--- src/rtl/kas_pkg.sv ---
// Shared types and constants for the key argsort engine.
`timescale 1ns / 1ps

package kas_pkg;

  localparam int CAPACITY   = 64;
  // Stored key width; keys are sign-extended from bit KEY_BITS-1.
  localparam int KEY_BITS   = 32;
  localparam int IDX_W      = $clog2(CAPACITY);
  localparam int CNT_W      = $clog2(CAPACITY + 1);
  localparam int IN_KEY_W   = 32;
  localparam int OUT_IDX_W  = 6;

  typedef struct packed {
    logic signed [IN_KEY_W-1:0] key;
    logic                       last;
  } load_t;

  typedef struct packed {
    logic [OUT_IDX_W-1:0]       sorted_index;
    logic signed [IN_KEY_W-1:0] sorted_key;
    logic                       run_end;
    logic                       dropped;
  } result_t;

  // One store entry: key with its load position.
  typedef struct packed {
    logic signed [KEY_BITS-1:0] key;
    logic [IDX_W-1:0]           pos;
  } entry_t;

  typedef struct packed {
    logic             we;
    logic [IDX_W-1:0] waddr;
    entry_t           wdata;
    logic [IDX_W-1:0] raddr;
  } ram_ctl_t;

  typedef struct packed {
    logic load;
    logic valid;
    logic run_end;
    logic dropped;
  } emit_t;

endpackage

--- src/rtl/kas_ram.sv ---
// Generic single-write, single-read RAM with registered read data.
`timescale 1ns / 1ps

module kas_ram #(
  parameter int WIDTH = 8,
  parameter int DEPTH = 16
) (
  input  logic                     clk,
  input  logic                     we,
  input  logic [$clog2(DEPTH)-1:0] waddr,
  input  logic [WIDTH-1:0]         wdata,
  input  logic [$clog2(DEPTH)-1:0] raddr,
  output logic [WIDTH-1:0]         rdata
);

  logic [WIDTH-1:0] mem [DEPTH];

  always_ff @(posedge clk) begin
    if (we) begin
      mem[waddr] <= wdata;
    end
    rdata <= mem[raddr];
  end

endmodule

--- src/rtl/kas_seq.sv ---
// Sequencer: insertion walk with the shared key comparator, and run emission.
`timescale 1ns / 1ps

module kas_seq (
  input  logic              clk,
  input  logic              rst,
  input  logic              load_valid,
  output logic              load_ready,
  input  kas_pkg::load_t    load,
  input  logic              result_ready,
  input  kas_pkg::entry_t   rdata,
  output kas_pkg::ram_ctl_t ram,
  output kas_pkg::emit_t    emit
);

  import kas_pkg::*;

  typedef enum logic [6:0] {
    ST_IDLE     = 7'b0000001,
    ST_FETCH    = 7'b0000010,
    ST_CMP      = 7'b0000100,
    ST_PLACE    = 7'b0001000,
    ST_EMIT_RD  = 7'b0010000,
    ST_EMIT_LD  = 7'b0100000,
    ST_EMIT_OUT = 7'b1000000
  } state_t;

  state_t           state, state_next;
  logic [IDX_W-1:0] idx, idx_next;
  logic [IDX_W-1:0] ecnt, ecnt_next;
  logic [CNT_W-1:0] fill_count, fill_count_next;
  logic             overflow_seen, overflow_seen_next;
  entry_t           hold, hold_next;
  logic             last_hold, last_hold_next;
  logic             greater;
  logic             final_rank;

  // Shared comparator: stored key strictly above the incoming one moves up.
  assign greater    = rdata.key > hold.key;
  assign final_rank = CNT_W'(ecnt) == fill_count - 1'b1;

  always_comb begin
    state_next         = state;
    idx_next           = idx;
    ecnt_next          = ecnt;
    fill_count_next    = fill_count;
    overflow_seen_next = overflow_seen;
    hold_next          = hold;
    last_hold_next     = last_hold;
    load_ready         = 1'b0;
    ram.we             = 1'b0;
    ram.waddr          = idx;
    ram.wdata          = hold;
    ram.raddr          = idx - 1'b1;
    emit.load          = 1'b0;
    emit.valid         = 1'b0;
    emit.run_end       = final_rank;
    emit.dropped       = overflow_seen;

    case (state)
      ST_IDLE: begin
        load_ready = 1'b1;
        if (load_valid) begin
          hold_next.key  = load.key[KEY_BITS-1:0];
          hold_next.pos  = fill_count[IDX_W-1:0];
          last_hold_next = load.last;
          if (fill_count < CNT_W'(CAPACITY)) begin
            if (fill_count == '0) begin
              // Empty store: place straight away.
              ram.we          = 1'b1;
              ram.waddr       = '0;
              ram.wdata.key   = load.key[KEY_BITS-1:0];
              ram.wdata.pos   = '0;
              fill_count_next = fill_count + 1'b1;
              state_next      = load.last ? ST_EMIT_RD : ST_IDLE;
            end else begin
              idx_next   = fill_count[IDX_W-1:0];
              state_next = ST_FETCH;
            end
          end else begin
            // Drop the beat, keep the held set.
            overflow_seen_next = 1'b1;
            state_next         = load.last ? ST_EMIT_RD : ST_IDLE;
          end
        end
      end
      ST_FETCH: begin
        ram.raddr  = idx - 1'b1;
        state_next = ST_CMP;
      end
      ST_CMP: begin
        ram.we = 1'b1;
        if (greater) begin
          ram.wdata = rdata;
          idx_next  = idx - 1'b1;
          if (idx == IDX_W'(1)) begin
            state_next = ST_PLACE;
          end else begin
            ram.raddr  = idx - IDX_W'(2);
            state_next = ST_CMP;
          end
        end else begin
          ram.wdata       = hold;
          fill_count_next = fill_count + 1'b1;
          state_next      = last_hold ? ST_EMIT_RD : ST_IDLE;
        end
      end
      ST_PLACE: begin
        ram.we          = 1'b1;
        ram.wdata       = hold;
        fill_count_next = fill_count + 1'b1;
        state_next      = last_hold ? ST_EMIT_RD : ST_IDLE;
      end
      ST_EMIT_RD: begin
        ram.raddr  = ecnt;
        state_next = ST_EMIT_LD;
      end
      ST_EMIT_LD: begin
        emit.load  = 1'b1;
        state_next = ST_EMIT_OUT;
      end
      ST_EMIT_OUT: begin
        emit.valid = 1'b1;
        ram.raddr  = ecnt + 1'b1;
        if (result_ready) begin
          if (final_rank) begin
            fill_count_next    = '0;
            overflow_seen_next = 1'b0;
            ecnt_next          = '0;
            state_next         = ST_IDLE;
          end else begin
            ecnt_next  = ecnt + 1'b1;
            state_next = ST_EMIT_LD;
          end
        end
      end
      default: begin
        state_next = ST_IDLE;
      end
    endcase
  end

  always_ff @(posedge clk) begin
    if (rst) begin
      state         <= ST_IDLE;
      idx           <= '0;
      ecnt          <= '0;
      fill_count    <= '0;
      overflow_seen <= 1'b0;
      last_hold     <= 1'b0;
    end else begin
      state         <= state_next;
      idx           <= idx_next;
      ecnt          <= ecnt_next;
      fill_count    <= fill_count_next;
      overflow_seen <= overflow_seen_next;
      last_hold     <= last_hold_next;
    end
  end

  always_ff @(posedge clk) begin
    hold <= hold_next;
  end

endmodule

--- src/rtl/key_argsort_engine.sv ---
// Key argsort engine top level: store, sequencer and result register.
`timescale 1ns / 1ps

//  channel  | signals                              | beat
//  ---------+--------------------------------------+------------------------------
//  load     | load_valid, load_ready, load         | one key, last closes the set
//  result   | result_valid, result_ready, result   | one rank of the sorted run
//
// A key goes straight into an empty store; otherwise each held key above it moves
// up one place, walking on the single comparator and the one read port of the
// store. Emission reads each rank into the result register and offers it.
// Reset clears the fill count and the sequencer; the store needs no clearing.
// A stall on result holds the result register and the sequencer.

module key_argsort_engine (
  input  logic              clk,
  input  logic              rst,
  input  logic              load_valid,
  output logic              load_ready,
  input  kas_pkg::load_t    load,
  output logic              result_valid,
  input  logic              result_ready,
  output kas_pkg::result_t  result
);

  import kas_pkg::*;

  ram_ctl_t ram;
  emit_t    emit;
  entry_t   rdata;

  kas_seq u_seq (
    .clk        (clk),
    .rst        (rst),
    .load_valid (load_valid),
    .load_ready (load_ready),
    .load       (load),
    .result_ready (result_ready),
    .rdata      (rdata),
    .ram        (ram),
    .emit       (emit)
  );

  kas_ram #(
    .WIDTH ($bits(entry_t)),
    .DEPTH (CAPACITY)
  ) u_store (
    .clk   (clk),
    .we    (ram.we),
    .waddr (ram.waddr),
    .wdata (ram.wdata),
    .raddr (ram.raddr),
    .rdata (rdata)
  );

  assign result_valid = emit.valid;

  always_ff @(posedge clk) begin
    if (emit.load) begin
      result.sorted_index <= OUT_IDX_W'(rdata.pos);
      result.sorted_key   <= IN_KEY_W'(rdata.key);
      result.run_end      <= emit.run_end;
      result.dropped      <= emit.dropped;
    end
  end

  a_no_overlap: assert property (@(posedge clk) disable iff (rst)
    !(load_ready && result_valid))
    else $error("load accepted while a result is on offer");

  a_ready_after_run: assert property (@(posedge clk) disable iff (rst)
    result_valid && result_ready && result.run_end |=> load_ready)
    else $error("engine not ready after the final result of a run");

  a_last_is_final: assert property (@(posedge clk) disable iff (rst)
    result_valid && result_ready && !result.run_end |=> !load_ready)
    else $error("engine left emission before the final result");

endmodule
--- config.mk ---
export PLATFORM = sky130hd
export DESIGN_NAME = key_argsort_engine
export DESIGN_NICKNAME = d
export VERILOG_FILES = /design/src/rtl/kas_pkg.sv /design/src/rtl/kas_ram.sv /design/src/rtl/kas_seq.sv /design/src/rtl/key_argsort_engine.sv
export SDC_FILE = /design/constraint.sdc
export NUM_CORES = 2
export LEC_CHECK = 0
export BUFFER_PORTS_ARGS = -buffer_cell sky130_fd_sc_hd__buf_2
export CAP_MARGIN = 10
export CORE_MARGIN = 1
export CORE_UTILIZATION = 30
export DETAILED_ROUTE_END_ITERATION = 8
export SYNTH_ARGS = -nofsm -noshare
export SYNTH_HDL_FRONTEND = slang
export SYNTH_SLANG_ARGS = --single-unit
--- constraint.sdc ---
create_clock -name clk -period 5.6 [get_ports clk]
set_clock_uncertainty 0.05 [all_clocks]
set_input_delay 0.56 -clock clk [delete_from_list [all_inputs] [get_ports clk]]
set_output_delay 0.56 -clock clk [all_outputs]
set_load 0.1 [all_outputs]
== Word level (Yosys, flattened, before mapping) ==
Memory sizes are Yosys's and may differ from the RTL's. A register that Yosys moved wholly into a read port is not among the register bits.
Cells that the tools add are included.
W data, S select, Z words.

* Flip-flop bits (word level): 106
* Memory bits (writable): 2432
* Input bits: 37
* Output and inout bits: 42
* Logic and storage cells: 92
* Memories: 1

* Add/sub/neg operators: 5
* Magnitude comparators: 2
* Eq/ne operators: 18
* Muxes and demuxes: 43
* Reductions and logical operators: 11

{| class="wikitable"
|+ Memories
! memory !! depth !! bits a word !! rd ports !! clocked after Yosys merged registers in !! write ports !! line !! source
|-
| u_store.mem || 64 || 38 || 1 || 1 || 1 || kas_ram.sv:16 || <nowiki>logic [WIDTH-1:0] mem [DEPTH];</nowiki>
|}

{| class="wikitable"
|+ Operators with widths
! kind !! count
|-
| $mux W45 || 3
|-
| $mux W7 || 11
|-
| $pmux W38 S2 || 1
|-
| $mux W6 || 9
|-
| $pmux W7 S7 || 1
|-
| $mux W38 || 1
|-
| $gt A32 B32 Y1 || 1
|-
| $pmux W7 S4 || 1
|-
| $pmux W6 S3 || 1
|-
| $pmux W6 S2 || 1
|-
| $mux W5 || 2
|-
| $ne A2 B2 Y1 const B || 5
|-
| $reduce_and A5 Y1 || 2
|-
| $mux W1 || 9
|-
| $ne A2 B1 Y1 const B || 4
|-
| $add A7 B1 Y7 const B || 1
|-
| $eq A6 B7 Y1 || 1
|-
| $eq A7 B1 Y1 const B || 1
|-
| $eq A7 B2 Y1 const B || 1
|-
| $eq A7 B3 Y1 const B || 1
|-
| $eq A7 B4 Y1 const B || 1
|-
| $eq A7 B5 Y1 const B || 1
|-
| $eq A7 B6 Y1 const B || 1
|-
| $eq A7 B7 Y1 const B || 1
|-
| 14 further kinds || 18
|}

== Longest topological paths before layout ==
* Depth in word-level cells: 7
* Gate-level depth with buffers: 19
* Gate-level depth less buffers: 14

== By module ==
From an unflattened synthesis, not the netlist that was laid out.

* Cells, all modules: 4666
* Area, all modules: 99380.3 um^2

{| class="wikitable"
|+ Modules (own cells, without submodules)
! module !! times used !! cells an instance !! area an instance (um^2) !! seq. area each (um^2)
|-
| kas_ram || 1 || 3989 || 92939.1 || 73790.8
|-
| kas_seq || 1 || 637 || 5240.0 || 1701.6
|-
| key_argsort_engine || 1 || 40 || 1201.2 || 1201.2
|}

== Worst setup path after synthesis ==
No wires, ideal clock.

* Path kind: reg2reg
* Start point: reg u_seq.hold[37] (netlist bit)
* End point: mem u_store.mem[0][10] (netlist bit) (data pin)
* Library setup time: 0.702 ns
* Arrival: 5.277 ns
* Data required time: 4.848 ns
* Path slack: -0.430 ns
* Cell stages (with the launch flop): 15
* Path buffers: 2
* Period minus slack after synthesis: 6.030 ns
* Cells stage by stage: edfxtp_1 > inv_1 > ha_1 > nand4_2 > or4_4 > nor4_1 > a41oi_2 > o211ai_2 > buf_4 > nand2_1 > o21ai_0 > or2_2 > clkbuf_1 > a21oi_1 > o21ai_0

{| class="wikitable"
|+ RTL lines
! element !! line !! source
|-
| start: declaration || kas_seq.sv:33 || <nowiki>entry_t hold, hold_next;</nowiki>
|-
| start signal: assignment || kas_seq.sv:162 || <nowiki>hold <= hold_next;</nowiki>
|-
| end: declaration || kas_ram.sv:16 ||
|}

== Worst setup path in the final report ==
* Start point: reg u_store.rdata[29], read port of u_store.mem
* End point: reg u_store.rdata[23], read port of u_store.mem

* Word-level cells in the longest chain between the ends: 3

{| class="wikitable"
|+ RTL lines
! element !! line !! source
|-
| start: declaration || kas_ram.sv:13 || <nowiki>output logic [WIDTH-1:0] rdata</nowiki>
|-
| $gt A32 B32 Y1 || kas_seq.sv:39 || <nowiki>assign greater = rdata.key > hold.key;</nowiki>
|-
| $mux W6 || kas_seq.sv:93 || <nowiki>if (greater) begin</nowiki>
|-
| $pmux W6 S3 || kas_seq.sv:60 || <nowiki>case (state)</nowiki>
|}

No other way between the ends.
A chain may end at the register's enable or synchronous reset.

==> summary.txt <==
Clock network
  • Clk root buf: clkbuf_16
  • TritonCTS clock tree: yes
  • Sink Count: 2576
  • CTS HTree Levels: 5
  • Maximum clock path buffer count: 4
  • CTS buffer count: 285
  • Clk Latency, worst-skew pair: 0.93 ns
  • Clk slew on worst S/H paths: roughly 0.060 ns

Synth
  • Most frequent cells after synthesis: edfxtp_1 (2510), nand2_1 (2010), nand3_1 (1293)
  • Yosys top cell by area: edfxtp_1
  • Main flop type after synthesis: edfxtp_1
  • Post-synth top area share: 73.1%
  • Area fraction in and, or, nand and nor cells after synthesis: 15.4%
  • EDFF count, synth: about 2.5k
  • Compound-gate portion of the synthesized area: 4.25%
  • Syn Inst Count: 7786
  • Area contributors post-synth: edfxtp_1 (73%), nand2_1 (7.3%), nand3_1 (6.3%)
  • Synthesized cell area: 103000 um^2
  • Mean Syn Cell Area: 13.2 um^2
  • Synth warn: 0
  • Mux contribution to synthesized area: under 10%
  • Largest family of logic cells by synthesized area: simple AND/OR/NAND/NOR gates
  • Adder-cell share of the synthesized area: 0.473%
  • Syn_nets: 7862
  • Synth Area in XOR/XNOR: less than 1%
  • Seq/Total Area, Yosys: 74.4%
  • FF+latch count, synth: 2576
  • Most frequent cell after synthesis: edfxtp_1
  • Synth unique cells: 74
  • Async SR Flop Fraction: 0%

Floorplanning
  • Top-level I/O count: 79
  • Placement Rows: 214
  • Initial Util: 30.2%
  • Die ar.: 346000 um^2
  • Height of the die: 588 um
  • Placeable Area: between 300000 and 400000 um^2
  • Die Wd: 588 um

Placed design
  • Input/output buffers: 78
  • Pre-CTS WS: -0.904 ns
  • Gpl congestion: 0.858
  • Detail Placement HPWL: 176000 um

Worst setup path
  • Worst-path cell with the longest stage delay: a221oi_4
  • Reg2Reg Capture Point: u_store.rdata[23]
  • WP buf/inv: 2
  • Max FO, Critical Path: 24
  • Crit path kind: reg -> reg
  • Critical Path End: u_store.rdata[23]
  • Setup slack, reg-to-reg: between 0.05 and 0.06 ns
  • Worst setup path start: u_store.rdata[29]
  • Arr. time, crit path: 6.23 ns
  • Delay-heaviest family, CP: simple AND/OR/NAND/NOR gates
  • Worst-path cell chain: ha_1 -> nand4_1 -> or4_4 -> nor4_1 -> a41oi_2 -> o211ai_2 -> buf_4 -> or4_4 -> and3_4 -> buf_4 -> mux2i_1 -> a22o_1 -> a311o_1 -> o21ai_0 -> a221oi_4
  • R2r startpoint: u_store.rdata[29]
  • CP Capture Type: flip-flop
  • Worst Setup Start Kind: flip-flop
  • Critical Path Stages: 15
  • Worst stage delay on the critical path: 0.62 ns
  • R2R cell count: 15
  • Worst Path Required: roughly 6.3 ns

STA
  • Tightest Pin Transition: 1.19 ns
  • Period utilisation layout: 99.0%
  • Fin Setup TNS: 0 ns
  • Worst slew margin: 19.7%
  • Fmax achieved: ~180 MHz
  • WHS: 0.0862 ns
  • Minimum clock period: 5.54 ns
  • Hold Fails Final Rpt: 0
  • Unrepaired setup endpoints after global routing: true
  • Final slew viol count: 0
  • Setup-failing EPs final: 0
  • Slack of the critical path: 0.0550 ns

Global routing
  • Vias in the first global route: 64.5k
  • Pin count of the biggest net entering global routing: 100
  • Antenna violations before repair: 9
  • First-pass GRT wire length: 445000 um
  • Gr usage total: 17.2%
  • Overflow after GRT: 0

Power and ir drop
  • Peak supply drop: 0.657 mV
  • Power Density: 579 nW/um^2
  • Leakage power: 41.5 nW

Finish
  • Area delta synth->final: 17.4%
  • Nets@finish: 8129
  • Share of layout cells above drive strength 1: 11.7%

Outcome
  • Status: finished clean

Route
  • Antenna viol nets, final: 0
  • Via count: 67.2k
  • 1st-iter DRT viols: just over 8k
  • WL final: 307000 um
  • Drt first pass iters: 8
  • DR WL/cell: 24.0 um
  • Detailed-route DRC error count: 0
  • Post-DR vias/cell: 5.26

Min path
  • Min-Delay Path Class: in -> reg

Run
  • Max cap viols: 0
[flip-flops by register name (all words and copies together) (netlist names), 6 cells and up]
signal,cells
u_seq.idx,6
u_store.mem,2432
u_seq.ecnt,6
u_store.rdata,38
u_seq.fill_count,7
result,40
u_seq.state,7
u_seq.hold,38
[through the flow]
stage	cell area [um^2]	total power, mW	instances	util, %
3_5_place_dp	112000	51.9	12258	32.7
6_report	121000	70.1	12790	35.5
4_1_cts	121000	69.9	12779	35.5
5_1_grt	121000	72.8	12788	35.5
3_3_place_gp	112000	51.4	12258	32.7
2_1_floorplan	103000	40.4	7786	-
[placed cells by master, fill, tap and decap left out, types with 25 or more instances in the layout]
master / instances
a21oi_1: 134
a222oi_1: 26
a311oi_1: 46
a31oi_1: 90
a32o_1: 40
a32oi_1: 67
and3_1: 63
buf_12: 107
buf_2: 78
buf_4: 256
bufinv_16: 25
clkbuf_1: 67
clkbuf_16: 293
clkinv_1: 50
clkinv_2: 36
dfxtp_1: 64
dlygate4sd3_1: 36
edfxtp_1: 2510
ha_1: 39
inv_1: 41
inv_2: 26
mux2i_1: 301
nand2_1: 2009
nand3_1: 1292
nand4_1: 34
nor2_1: 101
nor2_4: 61
o21ai_0: 82
[worst min path at each step]
stage                         from  cells after the start              to  slack, ns
3_5_place_dp   u_seq.overflow_seen                      0       result[0]       0.39
5_1_grt                 load_valid                      4  u_seq.state[0]       0.11
6_report                load_valid                      4  u_seq.state[0]       0.09
4_1_cts                 load_valid                      4  u_seq.state[0]      0.007
3_3_place_gp     u_store.rdata[21]                      0      result[17]       0.40
2_1_floorplan  u_seq.fill_count[3]                      0   u_seq.hold[3]       0.36
[cell type report]
class                   instances  area (um^2)
multi-input cells            4637        24600
flip-flops and latches       2576        76700
inverters                      69          259
fillers                     32173       220000
clock inverters               121         1220
repair buffers                484         4920
clock buffers                 364         7630
well taps                    4536         5680
diodes                          3         7.51
[kinds of logic after synthesis]
group / Yosys count
multiplexers: 301
AND/OR/NAND/NOR: 3652
buffers and inverters: 573
XOR/XNOR: 20
adder cells (fa/ha/maj): 39
flip-flops: 2576
AO/OA/AOI/OAI: 625
[metal layers]
| layer | GRT usage [%] | share of wire, % | vias up |
|---|---|---|---|
| li1 | - | - | 29301 |
| met1 | 23.7 | 42 | 34078 |
| met2 | 27.1 | 46 | 3368 |
| met3 | 3.87 | 10 | 487 |
| met4 | 4.86 | 2.5 | 4 |
| met5 | 0 | 0.0085 | - |
[worst register-to-register path: stages (launching register included)]
cell      delay [ns]
dfxtp_1         0.44
ha_1            0.41
nand4_1         0.21
or4_4           0.55
nor4_1          0.39
a41oi_2         0.14
o211ai_2        0.17
buf_4           0.26
or4_4           0.19
and3_4          0.54
buf_4           0.42
mux2i_1         0.25
a22o_1          0.23
a311o_1         0.28
o21ai_0         0.23
a221oi_4        0.62
[where the power goes]
group | leakage (nW) | switching (mW) | internal [mW]
registers | 23.3 | 0.437 | 26.3
clock network | 4.32 | 7.35 | 10.7
logic | 13.9 | 18.4 | 6.83
[what timing repair did]
item                                   in CTS  in global routing
buffers inserted                            0                  8
hold buffers                               36                  0
setup endpoints to repair                  16                 16
gates cloned                                0                  1
pin swaps                                   1                  5
endpoints found under the hold margin      46                  0
resized for setup                           8                  5
(Power assumes the default switching activity.)
